==> src/rtl/core/mfb_ram.sv <==
// Simple dual-port synchronous RAM, one write and one registered read port.
// Used for the capacity and residual stores. No dependencies.
module mfb_ram #(
  parameter int AW = 8,
  parameter int DW = 16
) (
  input  logic          clk,
  input  logic          we,
  input  logic [AW-1:0] waddr,
  input  logic [DW-1:0] wdata,
  input  logic [AW-1:0] raddr,
  output logic [DW-1:0] rdata
);

  logic [DW-1:0] mem [(1<<AW)-1:0];

  always_ff @(posedge clk) begin
    if (we) begin
      mem[waddr] <= wdata;
    end
    rdata <= mem[raddr];
  end

endmodule

==> config.mk <==
export PLATFORM = sky130hd
export DESIGN_NAME = mfb_ram
export DESIGN_NICKNAME = d
export VERILOG_FILES = /design/src/rtl/core/mfb_ram.sv
export SDC_FILE = /design/constraint.sdc
export NUM_CORES = 2
export LEC_CHECK = 0
export ABC_AREA = 1
export BUFFER_PORTS_ARGS = -buffer_cell sky130_fd_sc_hd__clkbuf_2
export CELL_PAD_IN_SITES_DETAIL_PLACEMENT = 1
export CELL_PAD_IN_SITES_GLOBAL_PLACEMENT = 1
export CORE_MARGIN = 10
export CORE_UTILIZATION = 55
export CTS_BUF_LIST = sky130_fd_sc_hd__clkbuf_8
export DETAILED_ROUTE_END_ITERATION = 16
export PLACE_DENSITY_LB_ADDON = 0.1
export SETUP_SLACK_MARGIN = 0.2
export SYNTH_ARGS = -nofsm -noshare
export SYNTH_HDL_FRONTEND = slang
export SYNTH_SLANG_ARGS = --single-unit
==> constraint.sdc <==
create_clock -name clk -period 3.17 [get_ports clk]
set_input_delay 0.4755 -clock clk [delete_from_list [all_inputs] [get_ports clk]]
set_output_delay 0.4755 -clock clk [all_outputs]
set_load 0.1 [all_outputs]
======== After elaboration in Yosys (flattened, before gate mapping) ========
Memories as Yosys holds them, arrays and structs flattened. A register that Yosys moved wholly into a read port is not among the register bits.
Cells that the tools add are included.
storage, ports and cells
  input bits .............................. 34
  memories ................................ 1
  output and inout port bits .............. 16
  RAM bits ................................ 4,096
  logic and storage cells ................. 3
  bits in registers ....................... 0
operators by class
  muxes and demuxes ....................... 2
memory list
  memory  words  bits a word  read ports  clocked after Yosys merged registers in  write ports  RTL line  text
  mem     256    16           1           1                                        1            15        logic [DW-1:0] mem [(1<<AW)-1:0];
operators by type and width
  operator  count
  $mux 1    2

======== Longest topological paths before layout ========
  depth after elaboration ................. 2
  gate-level depth with buffers ........... 15
  gate-level depth less buffers ........... 11

======== Least setup slack after synthesis ========
Ideal clock, no wire load.
  path type ............................... input-to-reg
  from .................................... input port we
  to ...................................... memory mem[162][0], enable pin
  stages on the path ...................... 4
  required time ........................... 2.782 ns
  slack ................................... 0.854 ns
  setup time .............................. 0.388 ns
  buffers on the path ..................... 2
  data arrival time ....................... 1.928 ns
  cells stage by stage .................... clkbuf_1 > nand3_1 > clkbuf_1 > nor2_1
between the ends
  cells in the longest elaborated chain, start to end .. 2
ends and longest elaborated chain
  what                          RTL line  text
  start, declared               8         input logic we,
  $mux 1                        18        if (we) begin
  $mux 1 (implied by the code)  19        mem[waddr] <= wdata;
  end, declared                 15
Every way passes these cells.

======== Final worst setup path ========
  from .................................... register rdata[9], read port of mem
  to ...................................... output port rdata[9]
RTL lines
  what             RTL line  text
  start, declared  12        output logic [DW-1:0] rdata
No word-level cell between the ends.

==> impl_summary.log <==
[metrics] Final min period: 3.002 ns
[metrics] Layout area overhead: 12.89%
[metrics] Inst Count DP: 17510
[metrics] Final Instance Area: 187100 um2
[metrics] cell count after synthesis: 13620
[metrics] # port buffers: 49
[metrics] cells traversed along the worst timing path: clkbuf_4
[metrics] most instantiated flip-flop cell in the synthesis netlist: edfxtp_1
[metrics] peak fanout along the critical path: 3
[metrics] post-synth net total: 13650
[metrics] CTS tree: yes
[metrics] largest family of logic cells by synthesized area: simple AND/OR/NAND/NOR gates
[metrics] all-layer global routing usage: 33.88%
[metrics] total number of yosys warnings: 0
[metrics] routed length per instance: around 30 um
[metrics] count of cell types in the netlist: 15
[metrics] register bit total from synthesis: 4112
[metrics] number of iterations in the first detailed-routing pass: 6
[metrics] commonest cells in the synthesized netlist: 4211 x nand2_1, 4096 x edfxtp_1, 4035 x nand3_1, 495 x buf_2, 283 x nor2_1
[metrics] combined buffer and inverter count along the critical path: 1
[metrics] register area share after synthesis: 74.42%
[metrics] data required time of the worst path: 2.69 ns
[metrics] Horiz. Die Dim: 568.9 um
[metrics] transition at the pin with the smallest max-transition slack: 1.220 ns
[metrics] number of cells in the finished layout apart from fillers: 18720
[metrics] share of the cycle needed by the critical path after routing: 94.69%
[metrics] number of buffers on the longest clock path: 4
[metrics] unrepaired setup endpoints after global routing: false
[metrics] number of levels the H-tree was split into: 6
[metrics] Final Hold Violating Endpoints: 0
[metrics] Skew-Pair Late Insertion Delay: 1.24 ns
[metrics] total power of the final layout: roughly 110 mW
[metrics] worst slew margin relative to its limit: between 10% and 20%
[metrics] vias in the first global route: 123700
[metrics] total routed wirelength: about 560000 um
[metrics] data arrival time at the worst-slack endpoint: between 2 and 3 ns
[metrics] most frequent cell after synthesis: nand2_1
[metrics] power density over the cells: 591.8 nW/um2
[metrics] hold depth: 5
[metrics] antenna violations before repair: 18
[metrics] fraction of synthesized cell area taken by the top area cell type: 74.23%
[metrics] Post-synth EDFFs: 4096
[metrics] die footprint: approximately 320000 um2
[metrics] mean instance size in the synthesized netlist: 12.17 um2
[metrics] Max VDD drop: 0.5066 mV
[metrics] std cell rows: 201
[metrics] cell type group with the largest total delay on the critical path: flip-flops
[metrics] total area of multi-input combinational cells: 37180 um2
[metrics] fin util: 62.40%
[metrics] Core Footprint: between 200000 and 300000 um2
[metrics] timing-limited maximum frequency: 0.3331 GHz
[metrics] parity-gate share of the synthesized area counting xor and xnor cells: 0%
[metrics] first-pass GRT wire length: between 800000 and 900000 um
[metrics] count of pins on the block boundary: 50
[metrics] ranking of synthesized cells by area: edfxtp_1 74%, nand3_1 12%, nand2_1 9.5%
[metrics] count of antenna-violating nets left after detailed routing: 0
[metrics] total setup violations reported at the end of the flow: 0
[metrics] effective utilization at floorplan: 55.28%
[metrics] mean number of vias per cell: 6.312
[metrics] Synth Area in Adders: 0%
[metrics] number of nets in the layout: 14270
[metrics] clock sink total: 4112
[metrics] detailed router's first-iteration violation count: between 10000 and 15000
[metrics] Synth Cell Area: 165700 um2
[metrics] routed via count: approximately 120k
[metrics] max-cap viol count: 0
[metrics] element type at the critical path start: flop
[metrics] worst clock skew on the final layout: 0.06151 ns
[metrics] max-slew violation count: 0
[metrics] dominant cell type by area after synthesis: edfxtp_1
[metrics] critical path depth in cells: 1
[metrics] RePlAce Congestion: 0.8727
[metrics] worst hold-check path type: in2reg
[metrics] TritonCTS buffer count: 671
[metrics] Fill cells: 29830
[metrics] simple-gate portion of the synthesized area: 22.37%
[metrics] area used by sequential logic in the layout: 123300 um2
[metrics] outcome: finished clean
[metrics] post-synthesis compound-gate area fraction: 0%
[metrics] Static Leakage: 67.14 nW
[metrics] Largest stage delay, worst path: 0.78 ns
[metrics] Clk Tree Root Cell: clkbuf_8
[metrics] critical-path cell with the highest stage delay: dfxtp_1
[metrics] layout cell share with drive strength beyond 1: a little under an eighth
[metrics] post-synthesis mux area share: 0%
[metrics] maximum number of pins on one net before global-route repair: 109
[metrics] Worst Reg2Reg Path Length in Cells: 10
[metrics] critical path class: reg2out
[metrics] clock transition at the registers of the reported paths: ~0.070 ns
[metrics] Hold Slack: 0.2324 ns
[metrics] detailed-route DRC error count: 0
[metrics] category of the worst setup path capture point: output pin
[metrics] DP HPWL: 341300 um
[metrics] vertical die dimension: 568.9 um
[metrics] proportion of register bits with asynchronous set or reset after synthesis: 0%
[metrics] Remaining Overflow, GRT: 0
[metrics] reg2reg setup slack: 0.54 ns
[metrics] area of placed instances: ~170000 um2
## area by class of cell
cell class / count / area share [%]
Inverter: 39 / 0.1063
Sequential cell: 4112 / 65.92
Clock buffer: 688 / 5.062
Antenna cell: 20 / 0.02675
Multi-Input combinational cell: 8529 / 19.88
Timing Repair Buffer: 886 / 5.053
Tap cell: 3958 / 2.647
Clock inverter: 492 / 1.302
## registers in the layout, indices dropped and copies added, names as in the netlist
| name | cells |
|---|---|
| rdata | 16 |
| mem | 4096 |
## cells in the final DEF (no fill, tap or decap), types with 14 or more instances in the layout
master         Yosys  final
nand2_1         4211   4195
edfxtp_1        4096   4096
nand3_1         4035   4035
clkbuf_8           0    688
buf_4            163    610
inv_1             35    267
nor2_1           283    251
buf_12             1    213
clkinv_1           0    156
clkinv_2           0     44
nor2_2             0     32
diode_2            0     20
clkbuf_2           0     20
inv_6              0     19
buf_8              1     19
inv_8              0     16
nand2_2            0     16
dlygate4sd3_1      0     16
dfxtp_1           16     14
## kinds of logic after synthesis
kind of cell	after synthesis
buffers and inverters	976
flip-flops	4112
AND/OR/NAND/NOR	8529
## metrics by stage
| step | setup WS (ns) | TNS [ns] |
|---|---|---|
| final | 0.1683 | 0 |
| after global routing | 0.1634 | 0 |
| after CTS | 0.1089 | 0 |
| after detailed placement | -0.6248 | -3.954 |
| after global placement | -0.5363 | -3.089 |
| after floorplan | 0.8541 | 0 |
## per-layer routing
layer | track usage [%] | wire length, um
met5 | 0 | 26
met4 | 17.86 | 32980
met3 | 5.634 | 51850
met2 | 53.83 | 264500
met1 | 45.24 | 214000
## worst register-to-register path: stages, from the launching register on
cell      delay [ns]
edfxtp_1        0.37
nand2_1         0.10
nand3_1         0.11
nand3_1         0.14
nand3_1         0.18
nand3_1         0.24
nand3_1         0.29
nand3_1         0.37
nand2_1         0.13
nand2_1         0.43
nand2_1         0.12
## worst paths after layout
| path | start | endpoint |
|---|---|---|
| setup / recovery | rdata[9]$_DFF_P_ | rdata[9] |
| hold / removal | waddr[6] | mem[56][4]$_DFFE_PP_ |
| setup reg to reg | mem[97][2]$_DFFE_PP_ | rdata[2]$_DFF_P_ |
| hold reg to reg | mem[224][9]$_DFFE_PP_ | rdata[9]$_DFF_P_ |
## repair_timing
item	in CTS	in global routing
gates resized for setup	9	0
endpoints found under the setup margin	7	0
endpoints found under the hold margin	1685	0
hold buffers	16	0
setup buffers	0	0
## power by group
group	switching, mW	total (mW)	internal [mW]
sequential	0.137	60.1	59.9
clock	21.7	42.4	20.7
combinational	6.20	8.24	2.04
total	28.0	111	82.7
Note: power is estimated with default switching activity, not from simulation.
