<file path="src/rtl/core/mfb_pkg.sv">
// Shared constants for the max-flow engine: default sizes, field widths,
// configuration register indexes. No dependencies.
package mfb_pkg;

  localparam int MAX_NODES_DEF = 16;
  localparam int CAP_BITS_DEF  = 16;

  localparam int NODE_W = 4;
  localparam int CAPP_W = 16;
  localparam int FLOW_W = 20;
  localparam int CFG_W  = 5;
  localparam int CIDX_W = 2;

  localparam logic [CIDX_W-1:0] CFG_NODE_COUNT = 2'd0;
  localparam logic [CIDX_W-1:0] CFG_SOURCE     = 2'd1;
  localparam logic [CIDX_W-1:0] CFG_SINK       = 2'd2;

  localparam logic [CFG_W-1:0]  NODE_COUNT_RST = 5'd16;
  localparam logic [NODE_W-1:0] SOURCE_RST     = 4'd0;
  localparam logic [NODE_W-1:0] SINK_RST       = 4'd15;

endpackage

</file>
<file path="src/rtl/core/mfb_ctrl.sv">
// Sequencer for the max-flow engine: store clear, copy, BFS, path walk,
// residual update and result register. Depends on mfb_pkg.
module mfb_ctrl #(
  parameter int MAX_NODES = mfb_pkg::MAX_NODES_DEF,
  parameter int CAP_BITS  = mfb_pkg::CAP_BITS_DEF,
  parameter int NW = (MAX_NODES > 1) ? $clog2(MAX_NODES) : 1,
  parameter int AW = 2 * NW,
  parameter int RW = CAP_BITS + 1
) (
  input  logic                        clk,
  input  logic                        rst_n,
  input  logic                        in_valid,
  output logic                        in_ready,
  input  logic                        in_req_type,
  input  logic [mfb_pkg::NODE_W-1:0]  in_from_node,
  input  logic [mfb_pkg::NODE_W-1:0]  in_to_node,
  input  logic [mfb_pkg::CAPP_W-1:0]  in_capacity,
  output logic                        out_valid,
  input  logic                        out_ready,
  output logic [mfb_pkg::FLOW_W-1:0]  out_total_flow,
  input  logic [mfb_pkg::CFG_W-1:0]   node_count,
  input  logic [mfb_pkg::NODE_W-1:0]  source_node,
  input  logic [mfb_pkg::NODE_W-1:0]  sink_node,
  output logic                        cap_we,
  output logic [AW-1:0]               cap_waddr,
  output logic [CAP_BITS-1:0]         cap_wdata,
  output logic [AW-1:0]               cap_raddr,
  input  logic [CAP_BITS-1:0]         cap_rdata,
  output logic                        res_we,
  output logic [AW-1:0]               res_waddr,
  output logic [RW-1:0]               res_wdata,
  output logic [AW-1:0]               res_raddr,
  input  logic [RW-1:0]               res_rdata
);

  localparam int NCW   = NW + 1;
  localparam int NE    = 1 << NW;
  localparam int DEPTH = 1 << AW;

  typedef enum logic [14:0] {
    ST_CLEAR    = 15'h0001,
    ST_IDLE     = 15'h0002,
    ST_COPY     = 15'h0004,
    ST_BFS_INIT = 15'h0008,
    ST_POP      = 15'h0010,
    ST_SCAN_RD  = 15'h0020,
    ST_SCAN_CK  = 15'h0040,
    ST_WALK_RD  = 15'h0080,
    ST_WALK_CK  = 15'h0100,
    ST_UPD_F_RD = 15'h0200,
    ST_UPD_F_WR = 15'h0400,
    ST_UPD_R_RD = 15'h0800,
    ST_UPD_R_WR = 15'h1000,
    ST_ADD      = 15'h2000,
    ST_DONE     = 15'h4000
  } state_t;

  state_t                     state_r, state_nxt;
  logic [AW:0]                cnt_r, cnt_nxt;
  logic [NE-1:0]              visited_r, visited_nxt;
  logic [NW-1:0]              parent_r [NE-1:0];
  logic [NW-1:0]              parent_nxt [NE-1:0];
  logic [NW-1:0]              queue_r [NE-1:0];
  logic [NW-1:0]              queue_nxt [NE-1:0];
  logic [NCW-1:0]             head_r, head_nxt, tail_r, tail_nxt;
  logic [NCW-1:0]             v_r, v_nxt, steps_r, steps_nxt;
  logic [NW-1:0]              u_r, u_nxt, wv_r, wv_nxt;
  logic [RW-1:0]              neck_r, neck_nxt;
  logic [mfb_pkg::FLOW_W-1:0] flow_r, flow_nxt, out_flow_r, out_flow_nxt;
  logic                       out_valid_r, out_valid_nxt;

  logic [NCW-1:0] n_w;
  logic [NW-1:0]  s_i, t_i, vi, par_w;
  logic           trivial, walk_go, accept;

  assign in_ready       = (state_r == ST_IDLE);
  assign accept         = in_valid & in_ready;
  assign out_valid      = out_valid_r;
  assign out_total_flow = out_flow_r;

  assign n_w = (32'(node_count) > MAX_NODES) ? NCW'(MAX_NODES) : NCW'(node_count);
  assign s_i = NW'(source_node);
  assign t_i = NW'(sink_node);
  assign vi  = v_r[NW-1:0];
  assign par_w = parent_r[wv_r];
  assign walk_go = (wv_r != s_i) && (steps_r < n_w);
  assign trivial = (n_w < NCW'(2)) || (32'(source_node) >= 32'(n_w))
                || (32'(sink_node) >= 32'(n_w)) || (source_node == sink_node);

  always_comb begin
    cap_we    = 1'b0;
    cap_waddr = cnt_r[AW-1:0];
    cap_wdata = '0;
    cap_raddr = cnt_r[AW-1:0];
    res_we    = 1'b0;
    res_waddr = AW'(cnt_r - 1'b1);
    res_wdata = RW'(cap_rdata);
    res_raddr = '0;
    case (state_r)
      ST_CLEAR: begin
        cap_we = 1'b1;
      end
      ST_IDLE: begin
        cap_we    = accept && !in_req_type && (32'(in_from_node) < MAX_NODES)
                 && (32'(in_to_node) < MAX_NODES);
        cap_waddr = {NW'(in_from_node), NW'(in_to_node)};
        cap_wdata = CAP_BITS'(in_capacity);
      end
      ST_COPY: begin
        res_we = (cnt_r != '0);
      end
      ST_SCAN_RD: begin
        res_raddr = {u_r, vi};
      end
      ST_WALK_RD, ST_UPD_F_RD: begin
        res_raddr = {par_w, wv_r};
      end
      ST_UPD_R_RD: begin
        res_raddr = {wv_r, par_w};
      end
      ST_UPD_F_WR: begin
        res_we    = 1'b1;
        res_waddr = {par_w, wv_r};
        res_wdata = res_rdata - neck_r;
      end
      ST_UPD_R_WR: begin
        res_we    = 1'b1;
        res_waddr = {wv_r, par_w};
        res_wdata = res_rdata + neck_r;
      end
      default: begin
        res_raddr = '0;
      end
    endcase
  end

  always_comb begin
    state_nxt     = state_r;
    cnt_nxt       = cnt_r;
    visited_nxt   = visited_r;
    parent_nxt    = parent_r;
    queue_nxt     = queue_r;
    head_nxt      = head_r;
    tail_nxt      = tail_r;
    v_nxt         = v_r;
    steps_nxt     = steps_r;
    u_nxt         = u_r;
    wv_nxt        = wv_r;
    neck_nxt      = neck_r;
    flow_nxt      = flow_r;
    out_flow_nxt  = out_flow_r;
    out_valid_nxt = out_valid_r & ~out_ready;
    case (state_r)
      ST_CLEAR: begin
        cnt_nxt = cnt_r + 1'b1;
        if (cnt_r == (AW+1)'(DEPTH - 1)) begin
          state_nxt = ST_IDLE;
        end
      end
      ST_IDLE: begin
        if (accept && in_req_type) begin
          flow_nxt = '0;
          cnt_nxt  = '0;
          state_nxt = trivial ? ST_DONE : ST_COPY;
        end
      end
      ST_COPY: begin
        cnt_nxt = cnt_r + 1'b1;
        if (cnt_r == (AW+1)'(DEPTH)) begin
          state_nxt = ST_BFS_INIT;
        end
      end
      ST_BFS_INIT: begin
        visited_nxt      = '0;
        visited_nxt[s_i] = 1'b1;
        parent_nxt[s_i]  = s_i;
        queue_nxt[0]     = s_i;
        head_nxt         = '0;
        tail_nxt         = NCW'(1);
        state_nxt        = ST_POP;
      end
      ST_POP: begin
        if (head_r < tail_r) begin
          u_nxt     = queue_r[head_r[NW-1:0]];
          head_nxt  = head_r + 1'b1;
          v_nxt     = '0;
          state_nxt = ST_SCAN_RD;
        end else begin
          state_nxt = ST_DONE;
        end
      end
      ST_SCAN_RD: begin
        state_nxt = (v_r < n_w) ? ST_SCAN_CK : ST_POP;
      end
      ST_SCAN_CK: begin
        v_nxt     = v_r + 1'b1;
        state_nxt = ST_SCAN_RD;
        if (!visited_r[vi] && (res_rdata != '0)) begin
          parent_nxt[vi] = u_r;
          if (vi == t_i) begin
            neck_nxt  = '1;
            wv_nxt    = t_i;
            steps_nxt = '0;
            state_nxt = ST_WALK_RD;
          end else begin
            visited_nxt[vi] = 1'b1;
            if (tail_r < NCW'(MAX_NODES)) begin
              queue_nxt[tail_r[NW-1:0]] = vi;
              tail_nxt = tail_r + 1'b1;
            end
          end
        end
      end
      ST_WALK_RD: begin
        if (walk_go) begin
          state_nxt = ST_WALK_CK;
        end else begin
          wv_nxt    = t_i;
          steps_nxt = '0;
          state_nxt = ST_UPD_F_RD;
        end
      end
      ST_WALK_CK: begin
        if (res_rdata < neck_r) begin
          neck_nxt = res_rdata;
        end
        wv_nxt    = par_w;
        steps_nxt = steps_r + 1'b1;
        state_nxt = ST_WALK_RD;
      end
      ST_UPD_F_RD: begin
        state_nxt = walk_go ? ST_UPD_F_WR : ST_ADD;
      end
      ST_UPD_F_WR: begin
        state_nxt = ST_UPD_R_RD;
      end
      ST_UPD_R_RD: begin
        state_nxt = ST_UPD_R_WR;
      end
      ST_UPD_R_WR: begin
        wv_nxt    = par_w;
        steps_nxt = steps_r + 1'b1;
        state_nxt = ST_UPD_F_RD;
      end
      ST_ADD: begin
        flow_nxt  = flow_r + mfb_pkg::FLOW_W'(neck_r);
        state_nxt = ST_BFS_INIT;
      end
      ST_DONE: begin
        if (!out_valid_r || out_ready) begin
          out_valid_nxt = 1'b1;
          out_flow_nxt  = flow_r;
          state_nxt     = ST_IDLE;
        end
      end
      default: begin
        state_nxt = ST_IDLE;
      end
    endcase
  end

  always_ff @(posedge clk) begin
    if (!rst_n) begin
      state_r     <= ST_CLEAR;
      cnt_r       <= '0;
      visited_r   <= '0;
      flow_r      <= '0;
      out_valid_r <= 1'b0;
    end else begin
      state_r     <= state_nxt;
      cnt_r       <= cnt_nxt;
      visited_r   <= visited_nxt;
      flow_r      <= flow_nxt;
      out_valid_r <= out_valid_nxt;
    end
  end

  always_ff @(posedge clk) begin
    parent_r   <= parent_nxt;
    queue_r    <= queue_nxt;
    head_r     <= head_nxt;
    tail_r     <= tail_nxt;
    v_r        <= v_nxt;
    steps_r    <= steps_nxt;
    u_r        <= u_nxt;
    wv_r       <= wv_nxt;
    neck_r     <= neck_nxt;
    out_flow_r <= out_flow_nxt;
  end

endmodule

</file>
<file path="config.mk">
export PLATFORM = sky130hd
export DESIGN_NAME = mfb_ctrl
export DESIGN_NICKNAME = d
export VERILOG_FILES = /design/src/rtl/core/mfb_pkg.sv /design/src/rtl/core/mfb_ctrl.sv
export SDC_FILE = /design/constraint.sdc
export NUM_CORES = 1
export LEC_CHECK = 0
export BUFFER_PORTS_ARGS = -buffer_cell sky130_fd_sc_hd__buf_2
export CORE_ASPECT_RATIO = 2
export CORE_MARGIN = 2
export CORE_UTILIZATION = 55
export CTS_CLUSTER_DIAMETER = 200
export CTS_CLUSTER_SIZE = 28
export DETAILED_ROUTE_END_ITERATION = 10
export PLACE_DENSITY_LB_ADDON = 0.05
export SYNTH_ARGS = -nofsm -noshare
export SYNTH_HDL_FRONTEND = slang
export SYNTH_SLANG_ARGS = --single-unit
</file>
<file path="constraint.sdc">
create_clock -name clk -period 4.1 [get_ports clk]
set_input_delay 0.205 -clock clk [delete_from_list [all_inputs] [get_ports clk]]
set_output_delay 0.205 -clock clk [all_outputs]
set_load 0.005 [all_outputs]
</file>
**After elaboration in Yosys (flattened, before gate mapping)**

Cells that the tools add are included.

- Muxes and demuxes: 74
- Order comparisons: 17
- Eq/ne operators: 31
- $add $sub $neg: 9
- Bitwise operators: 5
- Reductions and logical operators: 40

Operators with widths:

| kind | count |
|---|---|
| $pmux W15 S15 | 1 |
| $bwmux W64 | 3 |
| $pmux W64 S2 | 1 |
| $mux W15 | 6 |
| $pmux W17 S2 | 2 |
| $mux W64 | 1 |
| $mux W17 | 3 |
| $demux W4 S4 | 3 |
| $mux W16 | 3 |
| $mux W5 | 9 |
| $mux W4 | 11 |
| $pmux W20 S2 | 1 |
| $bmux W4 S4 | 2 |
| $pmux W16 S2 | 1 |
| $pmux W5 S2 | 3 |
| $lt A4 B5 Y1 const B | 5 |
| $mux W8 | 3 |
| $pmux W8 S3 | 1 |
| $add A20 B17 Y20 | 1 |
| $add A5 B1 Y5 const B | 4 |
| $mux W20 | 1 |
| $ne A2 B2 Y1 const B | 10 |
| $reduce_and A4 Y1 | 5 |
| $pmux W9 S2 | 1 |
| 56 further kinds | 95 |

- Input port bits: 75
- Flip-flop bits (word level): 254
- Output and inout bits: 89

**Longest topological paths before layout**

- Word-level depth: 9
- Gate-level depth with buffers: 13
- Depth with buffers taken out: 12

**Worst setup path before layout**

Ideal clock, no wire load.

- Kind: register to register
- From: register v_r[0]
- To: register queue_r[4] (netlist name) (enable)
- Buffers on the path: 1
- Arrival: 2.739 ns
- Setup time: 0.361 ns
- Data required time: 3.739 ns
- Setup slack: 1.000 ns
- Stages on the path, launching flop included: 9
- Cell sequence: edfxtp_1 -> buf_2 -> mux4_2 -> mux4_2 -> nor2_1 -> nand3_1 -> nor2_1 -> nand2_1 -> nor3_1

- Word-level cells in the longest chain between the ends: 5
- Elaborated cells on any way between the ends: 7
- Those cells by class: eq/ne: 1; mux: 2; bitwise: 1; reduce/logical: 3

RTL lines:

| item | line | source |
|---|---|---|
| start, declared | mfb_ctrl.sv:66 | `logic [NCW-1:0] v_r, v_nxt, steps_r, steps_nxt;` |
| start signal, assigned | mfb_ctrl.sv:283 | `v_r <= v_nxt;` |
| $bmux W1 S4 | mfb_ctrl.sv:198 | `if (!visited_r[vi] && (res_rdata != '0)) begin` |
| $mux W1 (implied by the code) | mfb_ctrl.sv:198 |  |
| $logic_not A1 Y1 | mfb_ctrl.sv:198 |  |
| $logic_and A1 B1 Y1 | mfb_ctrl.sv:198 |  |
| $reduce_and A4 Y1 (no line) (*) | - |  |
| end signal, assigned | mfb_ctrl.sv:280 | `queue_r <= queue_nxt;` |
| end, declared | mfb_ctrl.sv:63 | `logic [NW-1:0] queue_r [NE-1:0];` |

Every way passes the cells marked *; elsewhere a longest branch is shown, timed or not. The select of a mux whose other input is x is not followed.
A chain may end at the register's enable or synchronous reset.

**Worst setup path in the final report**

- From: register neck_r[0]
- To: output res_wdata[16]

- Word-level cells in the longest chain between the ends: 2
- Elaborated cells on any way between the ends: 3
- Those cells by class: add/sub: 2; mux: 1

RTL lines:

| item | line | source |
|---|---|---|
| start, declared | mfb_ctrl.sv:68 | `logic [RW-1:0] neck_r, neck_nxt;` |
| start signal, assigned | mfb_ctrl.sv:287 | `neck_r <= neck_nxt;` |
| $add A17 B17 Y17 or $sub A17 B17 Y17 (tied branches) | mfb_ctrl.sv:129, mfb_ctrl.sv:124 |  |
| $pmux W17 S2 (*) | mfb_ctrl.sv:99 | `case (state_r)` |
| end, declared | mfb_ctrl.sv:31 | `output logic [RW-1:0] res_wdata,` |

Every way passes the cells marked *; elsewhere a longest branch is shown, timed or not.

==> flow_summary_export.csv <==
group,metric,value,unit
clock_network,cts_sinks,254,
timing,fin_setup_tns,0,ns
global_route,grt_pass1_vias,11829,
clock_network,clock_path_buffers,3,
power,p_sw,1.138,mW
critical_path,crit_arrival,3.69,ns
finish,regArea,7017,sq um
critical_path,start_kind,"flip-flop",
die,rows,85,
finish,final_cell_area,16420,sq um
critical_path,critPathTopFamily,"compound AO/OA/AOI/OAI gates",
clock_network,ctsResizeCount,0,
place,io_buffer_count,163,
clock_network,clkSlewWorstSetupHoldPaths,0.11,ns
power,p_leak,6.419,nW
power,combPwrFrac,10.9,%
global_route,busiest_layer,"met2",
global_route,grt_overflow,0,
logic_synthesis,synth_area_per_cell,10.36,sq um
power,powerDensity,285.8,nW/um^2
die,die-height,237.1,um
logic_synthesis,synth-edff-count,193,
timing,setup_viol_count_final,0,
drt,drtPass1Iterations,6,
drt,first_iter_violations,891,
power,p_int,3.553,mW
place,dpl.hpwl,33.84,mm
die,core,26800,sq um
finish,multi_input_area,7331,sq um
clock_network,post_cts.repair.setup_buffers,0,
global_route,grt_pass1_wl,65.69,mm
place,place_congestion,0.9650,
global_route,track_usage,30.40,%
logic_synthesis,yosys_register_bits,254,
die,num_io_pins,164,
timing,slew_headroom,20.28,%
logic_synthesis,yosysSeqAreaShare,46.96,%
die,dieArea,28580,sq um
logic_synthesis,yosysWarnings,0,
status,status,"complete, no violations",
finish,nNetsFinal,1722,
critical_path,crit_path_frequent_cell,"o21ai_0",
global_route,met1_usage,29.83,%
power,power.share.sequential,58.6,%
power,peakVddDrop,0.4704,mV
timing,timing.final.crit_period,3.898,ns
clock_network,clk_latency,0.50,ns
global_route,antenna_found_initial,0,
drt,drc,0,
timing,timing.final.crit_share,95.08,%
power,clkPwrFrac,30.4,%
timing,tightest_slew,1.196,ns
logic_synthesis,syn-num-nets,1603,
drt,vias,11853,
drt,wl_per_cell,22.88,um
die,fp.dieW,120.6,um
place,place_area,16030,sq um
critical_path,cp_slowest_stage_delay,0.43,ns
global_route,grt_max_degree,30,
logic_synthesis,async_reset_ff_share,0,%
finish,antenna_cells,0,
drt,routed_wirelength,43.82,mm
clock_network,cts_tree,"done",
critical_path,slowest_stage,"fa_1",
logic_synthesis,syn_area,14940,sq um
logic_synthesis,synthDistinctLibCells,73,
die,start_util,55.75,%
clock_network,numCtsBuffers,13,
min_path,hp-class,"input port to flip-flop",
clock_network,cts.htree.levels,1,
timing,fin_skew,0.04904,ns
critical_path,worstPathBufferInverterCount,2,
clock_network,postCtsHoldBufs,0,
critical_path,worstSetupPathType,"flip-flop to output port",
critical_path,crit_chain,"ha_1, inv_1, fa_1, a211oi_1, o21ai_0, o211a_1, o31ai_1, o21ai_0, or2_2, a31oi_1, buf_2",
global_route,use_met2,58.65,%
finish,nFillCells,2369,
logic_synthesis,synth_cells,1442,
timing,hold_violations,0,
power,swShare,24.26,%
clock_network,root_buffer,"clkbuf_16",
critical_path,end_kind,"output port",
global_route,grt.met3_usage,2.987,%
timing,rsz0062_at_grt,"no",
drt,antenna_left,0,
drt,avgViaCountPerCell,6.190,
job,maxCapViolCount,0,
timing,fmax,256.5,MHz
finish,drive_gt1_share,18.89,%
finish,syn_to_final_growth,9.864,%
logic_synthesis,synth-main-ff-cell,"edfxtp_1",
timing,slew_violations,0,
critical_path,cp.required,3.89,ns
critical_path,critPathMaxFanout,4,
## sequential cells by signal (all words and copies together) (netlist names)
name / flops
cnt_r: 9
state_r: 15
out_valid: 1
neck_r: 17
parent_r: 64
u_r: 4
v_r: 5
head_r: 5
flow_r: 20
out_total_flow: 20
wv_r: 4
visited_r: 16
queue_r: 64
tail_r: 5
steps_r: 5
## metal layers
metal,vias up,part of all wire (%)
met3,161,4.3
met1,5762,32
li1,5515,-
met5,-,0
met4,0,7.1
met2,415,56
## worst min-delay path, cell delays in order
cell and delay (ns):
buf_2 0.11, inv_1 0.06, nand3_1 0.06
## logic make-up (layout without fill, tap and decap cells)
| group | Yosys count | in the layout | synth area share, % |
|---|---|---|---|
| AOI/OAI and AO/OA | 293 | 293 | 12.85 |
| xor gates and xnor gates | 52 | 52 | 3.048 |
| adders and majority gates | 86 | 86 | 7.352 |
| buffers and inverters | 147 | 272 | 4.011 |
| DFF | 254 | 254 | 46.96 |
| muxes | 57 | 57 | 7.344 |
| and+or+nand+nor | 553 | 553 | 18.44 |
## synthesized netlist by cell type, types with 21 or more instances
master    number  area (sq um)
a21o_1        22         165.2
clkbuf_1      62         232.7
nand2_1      102         382.9
nor2_1       188         705.7
dfxtp_1       61          1221
nand3_1       51         255.2
edfxtp_1     193          5796
o21ai_0       74         370.4
and2_1        37         231.5
a22oi_1       22         165.2
xor2_1        21         183.9
xnor2_1       31         271.5
nor3_1        24         120.1
and3_1        38         237.7
a21oi_1       63         315.3
inv_1         60         225.2
mux4_2        41         923.4
ha_1          83          1039
## final timing paths
kind | from | endpoint | slack (ns) | cells past startpoint
max | neck_r[0] | res_wdata[16] | 0.20 | 11
min | res_rdata[0] | neck_r[0] | 0.02 | 3
max reg2reg | state_r[8] | queue_r[4] | 0.67 | 7
min reg2reg | visited_r[14] | visited_r[14] | 0.47 | 2
## power groups by stage
stage	clock network (mW)	registers [mW]	logic (mW)
final	1.43	2.75	0.512
after global routing	1.55	2.75	0.555
after CTS	1.47	2.75	0.504
after detailed placement	0	2.81	0.502
after global placement	0	2.81	0.497
after floorplan	0	2.80	0.295
## metrics by stage
stage | total power [mW] | cells | util, % | setup WS (ns) | hold slack [ns]
global placement | 3.306 | 1894 | 59.83 | 0.8569 | 0.4384
finish | 4.691 | 1915 | 61.25 | 0.2018 | 0.02444
CTS | 4.721 | 1915 | 61.25 | 0.2437 | 0.01406
detailed placement | 3.312 | 1894 | 59.83 | 0.7257 | 0.4437
global route | 4.860 | 1915 | 61.25 | 0.005794 | 0.02727
floorplan | 3.100 | 1442 | - | 0.9999 | 0.3860
## cell type report
cell class,count,share of cell area [%]
sequential,254,42.74
multi-input combinational,1041,44.66
timing repair buffer,191,6.250
clock buffer,20,2.142
inverter,60,1.372
clock inverter,1,0.1829
tap,348,2.652
## layout by cell type, fill, tap and decap left out, drive strengths merged, types with 21 or more instances in the layout
cell type / n
edfxtp: 193
buf: 191
nor2: 189
nand2: 102
ha: 83
o21ai: 75
a21oi: 63
dfxtp: 61
inv: 60
nand3: 51
mux4: 41
and3: 38
and2: 38
xnor2: 31
nor3: 25
a22oi: 22
a21o: 22
xor2: 21
(Power assumes the default switching activity.)
